### src/hw/rtl/md5_crypt_password_hash_defines.svh
// assertion macros used by md5_crypt_password_hash.sv
`ifndef MD5_CRYPT_PASSWORD_HASH_DEFINES_SVH
`define MD5_CRYPT_PASSWORD_HASH_DEFINES_SVH

// same-cycle implication check
`define CHK_IMPLY(lbl, clk, rst, ante, cons, msg) \
   lbl: assert property (@(posedge clk) disable iff (rst) (ante) |-> (cons)) \
      else $error(msg);

// next-cycle implication check
`define CHK_NEXT(lbl, clk, rst, ante, cons, msg) \
   lbl: assert property (@(posedge clk) disable iff (rst) (ante) |=> (cons)) \
      else $error(msg);

`endif

### src/hw/rtl/md5c_pkg.sv
package md5c_pkg;

   // default sizes
   localparam int MAX_PW_LEN_DEF      = 15;
   localparam int SALT_MAX_DEF        = 8;
   localparam int STRENGTH_ROUNDS_DEF = 1000;

   // md5 initial chaining value
   localparam logic [31:0] IV_A = 32'h67452301;
   localparam logic [31:0] IV_B = 32'hefcdab89;
   localparam logic [31:0] IV_C = 32'h98badcfe;
   localparam logic [31:0] IV_D = 32'h10325476;

   // which digest is being built
   typedef enum logic [1:0] {
      KIND_ALT = 2'd0,
      KIND_PRI = 2'd1,
      KIND_RND = 2'd2
   } kind_type;

   // message segment sources
   typedef enum logic [2:0] {
      SEG_PW    = 3'd0,
      SEG_SALT  = 3'd1,
      SEG_MAGIC = 3'd2,
      SEG_ALT   = 3'd3,
      SEG_CUR   = 3'd4,
      SEG_BITS  = 3'd5,
      SEG_SKIP  = 3'd6,
      SEG_END   = 3'd7
   } seg_type;

   // segment program for each digest kind
   function automatic seg_type seg_code(input kind_type kind, input logic [2:0] idx,
                                        input logic odd, input logic m3nz,
                                        input logic m7nz);
      seg_type s;
      s = SEG_END;
      case (kind)
         KIND_ALT: begin
            case (idx)
               3'd0: s = SEG_PW;
               3'd1: s = SEG_SALT;
               3'd2: s = SEG_PW;
               default: s = SEG_END;
            endcase
         end
         KIND_PRI: begin
            case (idx)
               3'd0: s = SEG_PW;
               3'd1: s = SEG_MAGIC;
               3'd2: s = SEG_SALT;
               3'd3: s = SEG_ALT;
               3'd4: s = SEG_BITS;
               default: s = SEG_END;
            endcase
         end
         KIND_RND: begin
            case (idx)
               3'd0: s = odd ? SEG_PW : SEG_CUR;
               3'd1: s = m3nz ? SEG_SALT : SEG_SKIP;
               3'd2: s = m7nz ? SEG_PW : SEG_SKIP;
               3'd3: s = odd ? SEG_CUR : SEG_PW;
               default: s = SEG_END;
            endcase
         end
         default: s = SEG_END;
      endcase
      return s;
   endfunction

   // number of significant bits of a length
   function automatic logic [4:0] bit_len(input logic [4:0] v);
      logic [4:0] n;
      n = 5'd0;
      for (int i = 0; i < 5; i++) begin
         if (v[i]) n = 5'(i + 1);
      end
      return n;
   endfunction

   // md5 message word index per step
   function automatic logic [3:0] md5_g(input logic [5:0] i);
      logic [3:0] j;
      logic [3:0] g;
      j = i[3:0];
      case (i[5:4])
         2'd0: g = j;
         2'd1: g = 4'(j * 4'd5 + 4'd1);
         2'd2: g = 4'(j * 4'd3 + 4'd5);
         default: g = 4'(j * 4'd7);
      endcase
      return g;
   endfunction

   // md5 rotate amounts
   function automatic logic [4:0] md5_s(input logic [3:0] idx);
      logic [4:0] s;
      case (idx)
         4'd0: s = 5'd7;   4'd1: s = 5'd12;  4'd2: s = 5'd17;  4'd3: s = 5'd22;
         4'd4: s = 5'd5;   4'd5: s = 5'd9;   4'd6: s = 5'd14;  4'd7: s = 5'd20;
         4'd8: s = 5'd4;   4'd9: s = 5'd11;  4'd10: s = 5'd16; 4'd11: s = 5'd23;
         4'd12: s = 5'd6;  4'd13: s = 5'd10; 4'd14: s = 5'd15; default: s = 5'd21;
      endcase
      return s;
   endfunction

   // md5 additive constants
   function automatic logic [31:0] md5_k(input logic [5:0] i);
      logic [31:0] k;
      case (i)
         6'd0: k = 32'hd76aa478;  6'd1: k = 32'he8c7b756;  6'd2: k = 32'h242070db;
         6'd3: k = 32'hc1bdceee;  6'd4: k = 32'hf57c0faf;  6'd5: k = 32'h4787c62a;
         6'd6: k = 32'ha8304613;  6'd7: k = 32'hfd469501;  6'd8: k = 32'h698098d8;
         6'd9: k = 32'h8b44f7af;  6'd10: k = 32'hffff5bb1; 6'd11: k = 32'h895cd7be;
         6'd12: k = 32'h6b901122; 6'd13: k = 32'hfd987193; 6'd14: k = 32'ha679438e;
         6'd15: k = 32'h49b40821; 6'd16: k = 32'hf61e2562; 6'd17: k = 32'hc040b340;
         6'd18: k = 32'h265e5a51; 6'd19: k = 32'he9b6c7aa; 6'd20: k = 32'hd62f105d;
         6'd21: k = 32'h02441453; 6'd22: k = 32'hd8a1e681; 6'd23: k = 32'he7d3fbc8;
         6'd24: k = 32'h21e1cde6; 6'd25: k = 32'hc33707d6; 6'd26: k = 32'hf4d50d87;
         6'd27: k = 32'h455a14ed; 6'd28: k = 32'ha9e3e905; 6'd29: k = 32'hfcefa3f8;
         6'd30: k = 32'h676f02d9; 6'd31: k = 32'h8d2a4c8a; 6'd32: k = 32'hfffa3942;
         6'd33: k = 32'h8771f681; 6'd34: k = 32'h6d9d6122; 6'd35: k = 32'hfde5380c;
         6'd36: k = 32'ha4beea44; 6'd37: k = 32'h4bdecfa9; 6'd38: k = 32'hf6bb4b60;
         6'd39: k = 32'hbebfbc70; 6'd40: k = 32'h289b7ec6; 6'd41: k = 32'heaa127fa;
         6'd42: k = 32'hd4ef3085; 6'd43: k = 32'h04881d05; 6'd44: k = 32'hd9d4d039;
         6'd45: k = 32'he6db99e5; 6'd46: k = 32'h1fa27cf8; 6'd47: k = 32'hc4ac5665;
         6'd48: k = 32'hf4292244; 6'd49: k = 32'h432aff97; 6'd50: k = 32'hab9423a7;
         6'd51: k = 32'hfc93a039; 6'd52: k = 32'h655b59c3; 6'd53: k = 32'h8f0ccc92;
         6'd54: k = 32'hffeff47d; 6'd55: k = 32'h85845dd1; 6'd56: k = 32'h6fa87e4f;
         6'd57: k = 32'hfe2ce6e0; 6'd58: k = 32'ha3014314; 6'd59: k = 32'h4e0811a1;
         6'd60: k = 32'hf7537e82; 6'd61: k = 32'hbd3af235; 6'd62: k = 32'h2ad7d2bb;
         default: k = 32'heb86d391;
      endcase
      return k;
   endfunction

   // crypt base-64 alphabet
   function automatic logic [6:0] b64_char(input logic [5:0] v);
      logic [6:0] c;
      if (v < 6'd2)       c = 7'(7'd46 + 7'(v));
      else if (v < 6'd12) c = 7'(7'd46 + 7'(v));
      else if (v < 6'd38) c = 7'(7'd53 + 7'(v));
      else                c = 7'(7'd59 + 7'(v));
      return c;
   endfunction

endpackage

### src/hw/rtl/md5_crypt_password_hash.sv
// md5-crypt ($1$) password hash with a caller-supplied salt. Load the password bytes
// (tuser low), then the salt bytes (tuser high); the salt byte with tlast starts the hash.
// Password bytes beyond MAX_PW_LEN set an overflow and the load then ends in a single
// result with tuser (too long) and tlast set and no hash. Salt bytes beyond SALT_MAX are
// dropped. Otherwise 22 base-64 characters of the final digest follow, the last with
// tlast. Loading takes a byte whenever one is offered. One md5 round unit does one step
// per cycle: each of the 2 + STRENGTH_ROUNDS digests first writes its message one byte
// at a time, segment by segment, then starts the rounds, runs the 64 round steps and
// ends with a finish step that adds the initial chaining value.
// No input is taken while hashing or while characters are being sent.
module md5_crypt_password_hash #(
   parameter int MAX_PW_LEN      = md5c_pkg::MAX_PW_LEN_DEF,
   parameter int SALT_MAX        = md5c_pkg::SALT_MAX_DEF,
   parameter int STRENGTH_ROUNDS = md5c_pkg::STRENGTH_ROUNDS_DEF
) (
   input  logic       clock,
   input  logic       reset,
   input  logic       req_tvalid,
   output logic       req_tready,
   input  logic [7:0] req_tdata,   // [7:0] data_byte
   input  logic       req_tuser,   // [0] is_salt
   input  logic       req_tlast,   // last_byte
   output logic       rsp_tvalid,
   input  logic       rsp_tready,
   output logic [7:0] rsp_tdata,   // [6:0] out_char, [7] zero
   output logic       rsp_tuser,   // [0] too_long
   output logic       rsp_tlast    // last_char
);
   import md5c_pkg::*;
   `include "md5_crypt_password_hash_defines.svh"

   localparam int PL_W     = $clog2(MAX_PW_LEN + 1);
   localparam int SL_W     = $clog2(SALT_MAX + 1);
   localparam int PW_IDX_W = (MAX_PW_LEN > 1) ? $clog2(MAX_PW_LEN) : 1;
   localparam int SA_IDX_W = (SALT_MAX > 1) ? $clog2(SALT_MAX) : 1;
   localparam int RC_W     = $clog2(STRENGTH_ROUNDS + 1);

   typedef enum logic [4:0] {
      ST_LOAD  = 5'b00001,
      ST_BUILD = 5'b00010,
      ST_ROUND = 5'b00100,
      ST_DONE  = 5'b01000,
      ST_OUT   = 5'b10000
   } state_type;

   state_type       state_ff, state_in;
   kind_type        kind_ff;
   logic [7:0]      pw_ff [MAX_PW_LEN];
   logic [7:0]      salt_ff [SALT_MAX];
   logic [PL_W-1:0] pwlen_ff;
   logic [SL_W-1:0] saltlen_ff;
   logic            ovf_ff;
   logic            err_ff;
   logic [31:0]     msg_ff [16];
   logic [5:0]      mlen_ff;
   logic [2:0]      seg_ff;
   logic [4:0]      pos_ff;
   logic [5:0]      rnd_ff;
   logic [31:0]     a_ff, b_ff, c_ff, d_ff;
   logic [127:0]    dig_ff;
   logic [127:0]    alt_ff;
   logic [RC_W-1:0] rcnt_ff;
   logic [1:0]      m3_ff;
   logic [2:0]      m7_ff;
   logic [4:0]      oidx_ff;

   logic            req_hs, rsp_hs;
   seg_type         seg;
   logic [4:0]      seg_len;
   logic [7:0]      seg_byte;
   logic [3:0]      g_idx;
   logic [31:0]     m_word;
   logic [31:0]     f_val, sum, rot;
   logic [63:0]     rot_wide;
   logic [4:0]      sh;
   logic [2:0]      grp;
   logic [23:0]     grp_val;
   logic [23:0]     grp_sh;
   logic [3:0]      ib0, ib1, ib2;
   logic [127:0]    fin;

   assign req_tready = (state_ff == ST_LOAD);
   assign req_hs     = req_tvalid && req_tready;
   assign rsp_hs     = rsp_tvalid && rsp_tready;

   // segment program and its length and byte source
   always_comb begin
      seg = seg_code(kind_ff, seg_ff, rcnt_ff[0], (m3_ff != 2'd0), (m7_ff != 3'd0));
      case (seg)
         SEG_PW:    seg_len = 5'(pwlen_ff);
         SEG_SALT:  seg_len = 5'(saltlen_ff);
         SEG_MAGIC: seg_len = 5'd3;
         SEG_ALT:   seg_len = 5'(pwlen_ff);
         SEG_CUR:   seg_len = 5'd16;
         SEG_BITS:  seg_len = bit_len(5'(pwlen_ff));
         default:   seg_len = 5'd0;
      endcase
      case (seg)
         SEG_PW:    seg_byte = pw_ff[pos_ff[PW_IDX_W-1:0]];
         SEG_SALT:  seg_byte = salt_ff[pos_ff[SA_IDX_W-1:0]];
         SEG_MAGIC: seg_byte = (pos_ff == 5'd1) ? 8'h31 : 8'h24;
         SEG_ALT:   seg_byte = alt_ff[8*pos_ff[3:0] +: 8];
         SEG_CUR:   seg_byte = dig_ff[8*pos_ff[3:0] +: 8];
         SEG_BITS:  seg_byte = ((5'(pwlen_ff) >> pos_ff) & 5'd1) != 5'd0 ? 8'h00 : pw_ff[0];
         default:   seg_byte = 8'h00;
      endcase
   end

   // padded message word for the current step
   always_comb begin
      g_idx  = md5_g(rnd_ff);
      m_word = 32'd0;
      if (g_idx == 4'd14) begin
         m_word = {23'd0, mlen_ff, 3'd0};
      end else if (g_idx != 4'd15) begin
         for (int k = 0; k < 4; k++) begin
            if ({g_idx, 2'(k)} < mlen_ff)
               m_word[8*k +: 8] = msg_ff[g_idx][8*k +: 8];
            else if ({g_idx, 2'(k)} == mlen_ff)
               m_word[8*k +: 8] = 8'h80;
         end
      end
   end

   // shared md5 round unit
   always_comb begin
      case (rnd_ff[5:4])
         2'd0: f_val = (b_ff & c_ff) | (~b_ff & d_ff);
         2'd1: f_val = (d_ff & b_ff) | (~d_ff & c_ff);
         2'd2: f_val = b_ff ^ c_ff ^ d_ff;
         default: f_val = c_ff ^ (b_ff | ~d_ff);
      endcase
      sh       = md5_s({rnd_ff[5:4], rnd_ff[1:0]});
      sum      = a_ff + f_val + md5_k(rnd_ff) + m_word;
      rot_wide = {sum, sum} << sh;
      rot      = rot_wide[63:32];
      fin      = {d_ff + IV_D, c_ff + IV_C, b_ff + IV_B, a_ff + IV_A};
   end

   // output character select
   always_comb begin
      grp = oidx_ff[4:2];
      ib0 = 4'(grp);
      ib1 = 4'(4'(grp) + 4'd6);
      ib2 = (grp == 3'd4) ? 4'd5 : 4'(4'(grp) + 4'd12);
      if (grp == 3'd5)
         grp_val = {16'd0, dig_ff[8*11 +: 8]};
      else
         grp_val = {dig_ff[8*ib0 +: 8], dig_ff[8*ib1 +: 8], dig_ff[8*ib2 +: 8]};
      grp_sh = grp_val >> (5'(oidx_ff[1:0]) * 5'd6);
   end

   assign rsp_tvalid = (state_ff == ST_OUT);
   assign rsp_tdata  = err_ff ? 8'd0 : {1'b0, b64_char(grp_sh[5:0])};
   assign rsp_tuser  = err_ff;
   assign rsp_tlast  = err_ff || (oidx_ff == 5'd21);

   // sequencer next state
   always_comb begin
      state_in = state_ff;
      case (state_ff)
         ST_LOAD: begin
            if (req_hs && req_tuser && req_tlast) state_in = ovf_ff ? ST_OUT : ST_BUILD;
         end
         ST_BUILD: begin
            if (seg == SEG_END) state_in = ST_ROUND;
         end
         ST_ROUND: begin
            if (rnd_ff == 6'd63) state_in = ST_DONE;
         end
         ST_DONE: begin
            if (kind_ff == KIND_RND && rcnt_ff == RC_W'(STRENGTH_ROUNDS - 1))
               state_in = ST_OUT;
            else
               state_in = ST_BUILD;
         end
         ST_OUT: begin
            if (rsp_hs && rsp_tlast) state_in = ST_LOAD;
         end
         default: state_in = ST_LOAD;
      endcase
   end

   // control registers
   always_ff @(posedge clock) begin
      if (reset) begin
         state_ff   <= ST_LOAD;
         kind_ff    <= KIND_ALT;
         pwlen_ff   <= '0;
         saltlen_ff <= '0;
         ovf_ff     <= 1'b0;
         err_ff     <= 1'b0;
         mlen_ff    <= 6'd0;
         seg_ff     <= 3'd0;
         pos_ff     <= 5'd0;
         rnd_ff     <= 6'd0;
         rcnt_ff    <= '0;
         m3_ff      <= 2'd0;
         m7_ff      <= 3'd0;
         oidx_ff    <= 5'd0;
      end else begin
         state_ff <= state_in;
         case (state_ff)
            ST_LOAD: begin
               if (req_hs) begin
                  if (!req_tuser) begin
                     if (pwlen_ff < PL_W'(MAX_PW_LEN)) pwlen_ff <= PL_W'(pwlen_ff + 1'b1);
                     else ovf_ff <= 1'b1;
                  end else begin
                     if (saltlen_ff < SL_W'(SALT_MAX)) saltlen_ff <= SL_W'(saltlen_ff + 1'b1);
                     if (req_tlast) begin
                        err_ff  <= ovf_ff;
                        kind_ff <= KIND_ALT;
                        mlen_ff <= 6'd0;
                        seg_ff  <= 3'd0;
                        pos_ff  <= 5'd0;
                        oidx_ff <= 5'd0;
                     end
                  end
               end
            end
            ST_BUILD: begin
               if (seg == SEG_END) begin
                  rnd_ff <= 6'd0;
               end else if (pos_ff < seg_len) begin
                  mlen_ff <= 6'(mlen_ff + 6'd1);
                  pos_ff  <= 5'(pos_ff + 5'd1);
               end else begin
                  pos_ff <= 5'd0;
                  seg_ff <= 3'(seg_ff + 3'd1);
               end
            end
            ST_ROUND: begin
               rnd_ff <= 6'(rnd_ff + 6'd1);
            end
            ST_DONE: begin
               mlen_ff <= 6'd0;
               seg_ff  <= 3'd0;
               pos_ff  <= 5'd0;
               case (kind_ff)
                  KIND_ALT: kind_ff <= KIND_PRI;
                  KIND_PRI: begin
                     kind_ff <= KIND_RND;
                     rcnt_ff <= '0;
                     m3_ff   <= 2'd0;
                     m7_ff   <= 3'd0;
                  end
                  default: begin
                     rcnt_ff <= RC_W'(rcnt_ff + 1'b1);
                     m3_ff   <= (m3_ff == 2'd2) ? 2'd0 : 2'(m3_ff + 2'd1);
                     m7_ff   <= (m7_ff == 3'd6) ? 3'd0 : 3'(m7_ff + 3'd1);
                  end
               endcase
            end
            ST_OUT: begin
               if (rsp_hs) begin
                  oidx_ff <= 5'(oidx_ff + 5'd1);
                  if (rsp_tlast) begin
                     pwlen_ff   <= '0;
                     saltlen_ff <= '0;
                     ovf_ff     <= 1'b0;
                     err_ff     <= 1'b0;
                  end
               end
            end
            default: ;
         endcase
      end
   end

   // payload: stores, message buffer, round registers, digests
   always_ff @(posedge clock) begin
      if (req_hs && !req_tuser && pwlen_ff < PL_W'(MAX_PW_LEN))
         pw_ff[pwlen_ff[PW_IDX_W-1:0]] <= req_tdata;
      if (req_hs && req_tuser && saltlen_ff < SL_W'(SALT_MAX))
         salt_ff[saltlen_ff[SA_IDX_W-1:0]] <= req_tdata;
      if (state_ff == ST_BUILD && seg != SEG_END && pos_ff < seg_len)
         msg_ff[mlen_ff[5:2]][8*mlen_ff[1:0] +: 8] <= seg_byte;
      if (state_ff == ST_BUILD && seg == SEG_END) begin
         a_ff <= IV_A;
         b_ff <= IV_B;
         c_ff <= IV_C;
         d_ff <= IV_D;
      end else if (state_ff == ST_ROUND) begin
         a_ff <= d_ff;
         d_ff <= c_ff;
         c_ff <= b_ff;
         b_ff <= b_ff + rot;
      end
      if (state_ff == ST_DONE) begin
         dig_ff <= fin;
         if (kind_ff == KIND_ALT) alt_ff <= fin;
      end
   end

   // checks
   `CHK_IMPLY(a_one_side, clock, reset, rsp_tvalid, !req_tready, "input taken while sending")
   `CHK_IMPLY(a_msg_fits, clock, reset, state_ff == ST_ROUND, mlen_ff <= 6'd55,
              "message exceeds one block")
   `CHK_IMPLY(a_err_last, clock, reset, rsp_tvalid && rsp_tuser, rsp_tlast,
              "error result not marked last")
   `CHK_NEXT(a_round_end, clock, reset, state_ff == ST_ROUND && rnd_ff == 6'd63,
             state_ff == ST_DONE, "compression did not finish after 64 steps")

endmodule
### config.mk
export PLATFORM = sky130hd
export DESIGN_NAME = md5_crypt_password_hash
export DESIGN_NICKNAME = d
export VERILOG_FILES = /design/src/hw/rtl/md5c_pkg.sv /design/src/hw/rtl/md5_crypt_password_hash.sv
export VERILOG_INCLUDE_DIRS = /design/src /design/src/hw/rtl
export SDC_FILE = /design/constraint.sdc
export NUM_CORES = 2
export LEC_CHECK = 0
export ABC_AREA = 1
export BUFFER_PORTS_ARGS = -buffer_cell sky130_fd_sc_hd__clkbuf_2
export CORE_MARGIN = 8
export CORE_UTILIZATION = 40
export DETAILED_ROUTE_END_ITERATION = 6
export GPL_TIMING_DRIVEN = 0
export SLEW_MARGIN = 0
export SYNTH_ARGS = -nofsm -noshare
export SYNTH_HDL_FRONTEND = slang
export SYNTH_SLANG_ARGS = --single-unit
### constraint.sdc
create_clock -name clock -period 65.7 [get_ports clock]
set_input_delay 6.57 -clock clock [delete_from_list [all_inputs] [get_ports clock]]
set_output_delay 6.57 -clock clock [all_outputs]
set_load 0.02 [all_outputs]
==> flow_metrics.env <==
export IMPL_fin_crit_sh_pct=21.0
export IMPL_place_ws_ns=52.17
export IMPL_hp_class="reg2reg"
export IMPL_power_density_mw_per_mm2=24.5
export IMPL_grt_start_max_net_pins=33
export IMPL_synthesis_area_sq_mm=0.0622
export IMPL_dp_hpwl_um=200000
export IMPL_yosysSeqAreaShare_pct=53.1
export IMPL_cp_required_ns=66.35
export IMPL_fin_setup_tns_ns=0
export IMPL_grt_usage_pct=29.8
export IMPL_min_from="m3_ff[1]"
export IMPL_port_buffers=24
export IMPL_cts_max_level=4
export IMPL_finClkSkew_ns=0.0426
export IMPL_tightest_slew_ns=1.35
export IMPL_ctsResizeCount=0
export IMPL_status="complete, no violations"
export IMPL_clkPwrFrac_pct=42.3
export IMPL_layout_setup_ws_ns=51.93
export IMPL_slew_headroom_pct=9.70
export IMPL_gp_congestion=1.01
export IMPL_critPathSlowestCell="clkbuf_1"
export IMPL_ff2ff_path_depth=55
export IMPL_synth_edf_count=949
export IMPL_path_buf_inv=11
export IMPL_cap_violations=0
export IMPL_yosys_top_cells_area="edfxtp_1 46%, nand2_1 9.1%, dfxtp_1 7.3%, nand3_1 5.7%, o21ai_0 4.0%"
export IMPL_wl_um=260000
export IMPL_synth_cell_types=72
export IMPL_cts_path_max_buffers=3
export IMPL_drtIter0Drc=6991
export IMPL_routedWlPerCell_um=28.4
export IMPL_vias_per_cell=5.95
export IMPL_seqPwrFrac_pct=48.0
export IMPL_power_leakage_nw=26.4
export IMPL_post_cts_buffers=0
export IMPL_timing_hold_worst_path_depth=1
export IMPL_synth_nets=7044
export IMPL_yosysWarningCount=0
export IMPL_multi_input_area_sq_mm=0.0253
export IMPL_fp_dieW_um=410
export IMPL_cp_max_fo=10
export IMPL_synth_largest_area_cell="edfxtp_1"
export IMPL_holdBufCountCts=0
export IMPL_layout_drive_gt1_share_pct=4.82
export IMPL_p_comb_share_pct=9.7
export IMPL_cts_tree="built"
export IMPL_syn_avg_cell_area_sq_um=9.09
export IMPL_root_buffer="clkbuf_16"
export IMPL_grt_pass1_wl_um=368000
export IMPL_vdd_ir_drop_max_uv=27.1
export IMPL_die_area_sq_mm=0.168
export IMPL_yosys_area_top_type_share_pct=45.8
export IMPL_cts_buffers=131
export IMPL_synthToLayoutAreaGrowth_pct=11.4
export IMPL_vias=54574
export IMPL_slowest_delay_ns=0.79
export IMPL_rows=144
export IMPL_grt_overflow_total=0
export IMPL_fill_cells=14955
export IMPL_drc_errors=0
export IMPL_ant_nets=0
export IMPL_core_area_sq_mm=0.154
export IMPL_clk_pin_slew_ns=0.06
export IMPL_netlist_instances=6840
export IMPL_max_freq_mhz=72.6
export IMPL_fin_nets=7228
export IMPL_r2r_end="b_ff[28]"
export IMPL_endpoint_kind="flop"
export IMPL_antenna_found_initial=5
export IMPL_r2r_start="rnd_ff[0]"
export IMPL_die_h_um=410
export IMPL_grt_pass1_vias=50890
export IMPL_critPathLaunchType="flop"
export IMPL_intPower_mw=1.26
export IMPL_yosysMostFrequentCell="nand2_1"
export IMPL_first_pass_iters=6
export IMPL_final_cells=9168
export IMPL_total_power_mw=1.70
export IMPL_cts_sinks=1175
export IMPL_rsz0062_at_grt="no"
export IMPL_start_util_pct=40.3
export IMPL_critPathTopFamily="compound AO/OA/AOI/OAI gates"
export IMPL_setup_viol=0
export IMPL_slew_violations=0
export IMPL_synthArstFlopShare_pct=0
export IMPL_final_hold_viol_count=0
export IMPL_ys_ff_latch=1175
export IMPL_synth_flop_cell="edfxtp_1"
export IMPL_min_to="m3_ff[1]"
export IMPL_hold_ws_ns=0.471
export IMPL_seq_area_sq_mm=0.0330
export IMPL_regToRegSetupSlack_ns=51.93
export IMPL_period_needed_ns=13.77
export IMPL_dp_cells=8934
export IMPL_pin_count=26
export IMPL_clkLatencyLatePin_ns=0.79
export IMPL_crit_type="reg2reg"
export IMPL_cp_arrival_ns=14.42
export IMPL_switching_share_pct=26.0
export IMPL_synth_common_cells="1500 x nand2_1, 949 x edfxtp_1, 703 x nand3_1"
export IMPL_power_switching_mw=0.441
metal layers:
layer	vias up	routed length, um	GRT usage, %
li1	24345	-	-
met1	26729	107000	40.6
met2	2972	115000	46.3
met3	526	23900	5.09
met4	2	13900	14.0
met5	-	13	0
power groups by stage:
stage	Clock, mW	Combinational [mW]	Sequential [mW]
floorplan	0	0.0999	0.829
detailed placement	0	0.162	0.832
global route	0.751	0.179	0.816
global placement	0	0.160	0.832
CTS	0.723	0.162	0.816
finish	0.719	0.166	0.816
registers in the layout, summed over array words and instances, names as in the netlist, 2 cells and up, named ones only:
| name | cells |
|---|---|
| a_ff | 32 |
| alt_ff | 128 |
| b_ff | 32 |
| c_ff | 32 |
| d_ff | 32 |
| dig_ff | 128 |
| kind_ff | 2 |
| m3_ff | 2 |
| m7_ff | 3 |
| mlen_ff | 6 |
| msg_ff | 509 |
| oidx_ff | 5 |
| pos_ff | 5 |
| pw_ff | 120 |
| pwlen_ff | 4 |
| rcnt_ff | 10 |
| rnd_ff | 6 |
| salt_ff | 64 |
| saltlen_ff | 4 |
| seg_ff | 3 |
| sh | 5 |
| state_ff | 5 |
layout make-up:
class,instances,share of cell area (%)
inverters,652,3.53
well taps,2044,3.69
clock buffers,169,5.01
repair buffers,51,0.551
clock inverters,63,0.945
multi-input cells,4653,36.5
plain buffers,360,2.09
diodes,1,0.00361
flip-flops and latches,1175,47.7
how the worst max path moves through the flow:
stage	start	endpoint	slack, ns	depth (start not counted)
2_1_floorplan	state_ff[2]	alt_ff[0]	44.99	3
3_3_place_gp	state_ff[2]	alt_ff[125]	31.94	3
3_5_place_dp	rnd_ff[0]	b_ff[28]	52.17	58
4_1_cts	rnd_ff[0]	b_ff[28]	52.13	58
5_1_grt	rnd_ff[0]	b_ff[28]	51.01	58
6_report	rnd_ff[0]	b_ff[28]	51.93	55
layout by cell type (no fill, tap or decap), types with 31 or more instances in the layout:
master     synthesis  final
nand3_1          703    703
nor3_1            67     64
buf_2             30     31
o221ai_1         151    151
edfxtp_1         949    949
fa_1              66     66
xor2_1           143    143
inv_1            628    628
nand4_1           36     36
a22oi_1           32     32
nand2_1         1500   1500
o31ai_1           34     34
a31oi_1           64     64
a21oi_1          357    357
buf_1             42     42
clkbuf_1         277    310
ha_1             124    124
nor2_1           468    467
dfxtp_1          226    226
clkbuf_16          0    131
o211ai_1         166    166
o21ai_0          496    496
metrics by stage:
step	utilization [%]	instance area [sq um]
detailed placement	42.2	65100
CTS	44.9	69300
finish	44.9	69300
global route	44.9	69300
global placement	42.0	64900
floorplan	-	62200
cells by family after synthesis:
kind of cell / Yosys count / synth area share, %
flip-flops: 1175 / 53.1
XOR/XNOR: 160 / 2.25
adder cells (fa/ha/maj): 190 / 4.62
AND/OR/NAND/NOR: 2838 / 19.2
other: 1 / 0.00603
AO/OA/AOI/OAI: 1457 / 14.4
buffers and inverters: 1012 / 6.26
multiplexers: 7 / 0.113
No activity file was read; power rests on OpenSTA's default activity.
